<file path="config.mk">
export PLATFORM = sky130hd
export DESIGN_NAME = mmt_ram
export DESIGN_NICKNAME = d
export VERILOG_FILES = /design/src/mmt_ram.sv
export SDC_FILE = /design/constraint.sdc
export NUM_CORES = 2
export LEC_CHECK = 0
export ABC_CLOCK_PERIOD_IN_PS = 3250
export BUFFER_PORTS_ARGS = -buffer_cell sky130_fd_sc_hd__buf_2
export CAP_MARGIN = 10
export CORE_ASPECT_RATIO = 1.75
export CORE_MARGIN = 4
export CORE_UTILIZATION = 25
export DETAILED_ROUTE_END_ITERATION = 16
export MAX_ROUTING_LAYER = met4
export PLACE_DENSITY = 0.48
export SKIP_LAST_GASP = 1
export SLEW_MARGIN = 5
export SYNTH_ARGS = -nofsm -noshare
export SYNTH_HDL_FRONTEND = slang
export SYNTH_SLANG_ARGS = --single-unit
</file>
<file path="constraint.sdc">
create_clock -name clock -period 3.25 [get_ports clock]
set_input_delay 0.65 -clock clock [delete_from_list [all_inputs] [get_ports clock]]
set_output_delay 0.65 -clock clock [all_outputs]
set_load 0.01 [all_outputs]
</file>
<file path="src/mmt_ram.sv">
// Generic simple dual-port RAM: one write port, one read port with
// registered read data. No dependencies.
module mmt_ram #(
   parameter int WIDTH      = 16,
   parameter int DEPTH      = 256,
   parameter int ADDR_WIDTH = (DEPTH > 1) ? $clog2(DEPTH) : 1
) (
   input  logic                  clock,
   input  logic                  wr_en,
   input  logic [ADDR_WIDTH-1:0] wr_addr,
   input  logic [WIDTH-1:0]      wr_data,
   input  logic                  rd_en,
   input  logic [ADDR_WIDTH-1:0] rd_addr,
   output logic [WIDTH-1:0]      rd_data
);

   logic [WIDTH-1:0] mem_ff [DEPTH];
   logic [WIDTH-1:0] rd_data_ff;

   // Write port
   always_ff @(posedge clock) begin
      if (wr_en) begin
         mem_ff[wr_addr] <= wr_data;
      end
   end

   // Registered read port
   always_ff @(posedge clock) begin
      if (rd_en) begin
         rd_data_ff <= mem_ff[rd_addr];
      end
   end

   assign rd_data = rd_data_ff;

endmodule

</file>
==> impl_metrics.ini <==
[logic_synthesis]
yosysUniqueCellTypes = 51
avgSynthCellArea_sq_um = 21.6
async_flop_share = 0
synth.area.top_cells = sky130_fd_sc_hd__edfxtp_1 (78%), sky130_fd_sc_hd__mux4_2 (11%), sky130_fd_sc_hd__mux2i_1 (3.6%), sky130_fd_sc_hd__o221ai_1 (1.4%), sky130_fd_sc_hd__nor2_1 (0.72%)
synth_fp_nets = 7395
postSynth.topFlopCell = sky130_fd_sc_hd__edfxtp_1
syn_area_sq_um = 159000
synth_largest_area_cell = sky130_fd_sc_hd__edfxtp_1
yosysTopAreaCellShare = 0.777
synth-seq-area-share = 0.777
yosysWarnings = 0
syn-instance-count = 7360
postSynthRegisterBits = 4112
synth_edf_count = 4112

[place]
io_buffers = 50
place_worst_setup_slack_ns = -1.72
half_perimeter_wire_length_of_the_detailed_placement_result_mm = 351
placer_congestion = 0.946

[sta]
worst_slew_margin_rel = 0.168
report.final.slew_viol_count = 0
grt_setup_unrepaired = yes
timing_hold_violations_final = 0
timing.fmax_ghz = 0.299
setup_violators_final = 3
clock_skew_ns = 0.0581
final.setup.worst_slack_ns = -0.0939
setup_tns_ns = -0.152
final_min_period_over_clock_period = 1.03
final.min_clock_period_ns = 3.34
tightestPinTransition_ns = 1.25

[route]
initialDrtViolationCount = 6762
detail_route.wirelength_mm = 511
via_per_inst = 4.66
ant_nets = 0
avgRoutedWirePerCell_microns = 29.9
drc = 0
drt_pre_antenna_iters = 6
route.vias.total = 79600

[global_route]
grt-ovfl-total = 0
grt_pass1_wl_mm = 699
vias_in_the_first_global_route = 83300
maximum_number_of_pins_on_one_net_before_global_route_repair = 105
grt_antenna_before_repair = 23
gr-usage-all-layers = 0.158

[cts]
path_clk_slew_ns = 0.07
clock_insertion_delay_worst_skew_ns = 0.93
tritoncts = yes
clkSinkCount = 4112
postCtsSetupBuffers = 0
hold_fix_buffer_count_after_cts = 0
root_buffer = sky130_fd_sc_hd__clkbuf_16
max-clock-path-buffers = 4
cts-buffers-inserted = 344
h-tree-depth = 5

[worst_setup_path]
crit_chain = mux4_2, mux2_2, a22oi_1, buf_4, nand2_1, buf_12, o32ai_1, nor4_1
critical-path-top-delay-family = compound AO/OA/AOI/OAI gates
critical_path_peak_fanout = 1
crit_slowest_cell = sky130_fd_sc_hd__o32ai_1
path_depth = 8
endpoint_kind = flop
arrival_ns = 3.96
worst_path_largest_cell_delay_ns = 0.76
criticalPathCategory = flop to flop
startpoint_class = flop
cp.required_ns = 3.87
number_of_buffers_and_inverters_on_the_critical_path = 2
reg2regPathDepth = 8

[final_layout]
final_layout_size_suffix_gt1_frac = 0.313
mostFrequentLayoutCells = sky130_fd_sc_hd__edfxtp_1 (4,112), sky130_fd_sc_hd__buf_4 (927), sky130_fd_sc_hd__mux4_2 (797), sky130_fd_sc_hd__mux2i_1 (565), sky130_fd_sc_hd__clkbuf_16 (351)
fin_nets = 8446
syn2layout_area_growth_pct = 19.5
mostFrequentLayoutCell = sky130_fd_sc_hd__edfxtp_1

[power_and_ir_drop]
power.leakage_nw = 59.8
power.clock.fraction = 0.396
seq_power_share = 0.541
power-per-cell-area_nw_per_um2 = 570
power.share.switching = 0.220
report.power.total_mw = 108
vdd.ir_drop.worst_uv = 462
power.switching_mw = 23.8
power.combinational.fraction = 0.063
cell_internal_pwr_mw = 84.4

[die]
placementRows = 387
width_of_the_chip_microns = 611
fp.dieH_mm = 1.06
fp.dieArea_sq_um = 649000
core_area_sq_um = 634000
initial_core_util = 0.251
io_pins = 51

[min_path]
min-delay-path-class = input port to flop
hold_crit_depth = 1

[outcome]
outcome = finished with violations
violated_checks = setup timing

[job]
max-cap-violations = 0
-- flip-flops by register name (all words and copies together) (netlist names) --
name     cells
rd_data     16
mem_ff    4096
-- power groups by stage --
| stage | clock network [mW] | registers (mW) | logic (mW) |
|---|---|---|---|
| after global routing | 45.9 | 58.5 | 7.06 |
| final | 42.9 | 58.5 | 6.80 |
| after detailed placement | 0 | 59.7 | 6.86 |
| after floorplan | 0 | 59.7 | 2.88 |
| after CTS | 43.9 | 58.5 | 6.88 |
| after global placement | 0 | 59.7 | 6.78 |
-- logic make-up after synthesis --
logic type / count (synthesis) / share of synthesized area
flip-flops: 4112 / 0.777
buffers and inverters: 456 / 0.0169
AND/OR/NAND/NOR: 556 / 0.0157
AO/OA/AOI/OAI: 786 / 0.0353
multiplexers: 1450 / 0.155
-- path summary, 6_finish.rpt --
path | start | endpoint | slack [ns]
worst max-delay path | mem_ff[3][10] | rd_data[10] | -0.09
worst min-delay path | wr_data[11] | mem_ff[83][11] | 0.08
worst max register to register | mem_ff[3][10] | rd_data[10] | -0.09
worst min register to register | mem_ff[192][7] | rd_data[7] | 1.21
-- area by class of cell --
class / instances / area (sq um)
Fill cell: 61000 / 444000
Sequential cell: 4112 / 123000
Multi-Input combinational cell: 2792 / 33300
Timing Repair Buffer: 1157 / 11000
Tap cell: 8363 / 10500
Clock buffer: 407 / 8970
Clock inverter: 226 / 2440
Antenna cell: 28 / 70.1
Inverter: 4 / 27.5
-- cell usage after synthesis, drive strengths merged, types with 4 or more instances --
cell type / number
nor3: 92
a211oi: 18
o221ai: 253
a22o: 32
mux2: 88
edfxtp: 4112
nor2b: 9
a31oi: 6
and3: 11
nand3: 35
clkbuf: 230
mux2i: 565
o32ai: 21
a221oi: 28
mux4: 797
o22ai: 148
o21ai: 38
o31ai: 16
a22oi: 43
nor4: 18
a2111oi: 6
inv: 4
a21oi: 175
nor2: 304
nand2: 38
buf: 222
nand4: 26
or2: 5
-- layer usage --
| layer | GRT usage | routed length, microns |
|---|---|---|
| met3 | 0.0157 | 18300 |
| met4 | 0.102 | 40400 |
| met2 | 0.294 | 282000 |
| met5 | - | 0 |
| met1 | 0.155 | 170000 |
-- timing repair --
action / 4_1_cts / 5_1_grt
cloned: 0 / 1
pin swaps: 0 / 3
endpoints found under the setup margin: 11 / 11
resized for setup: 22 / 23
-- metrics by stage --
step | utilization | instance area [sq um] | instances | hold slack (ns)
after floorplan | - | 159000 | 7360 | 0.749
after global placement | 0.281 | 178000 | 16400 | 1.03
after detailed placement | 0.281 | 178000 | 16400 | 1.03
after CTS | 0.299 | 190000 | 17100 | 0.0196
after global routing | 0.299 | 190000 | 17100 | 0.0634
final | 0.299 | 190000 | 17100 | 0.0803
(Power assumes the default switching activity.)
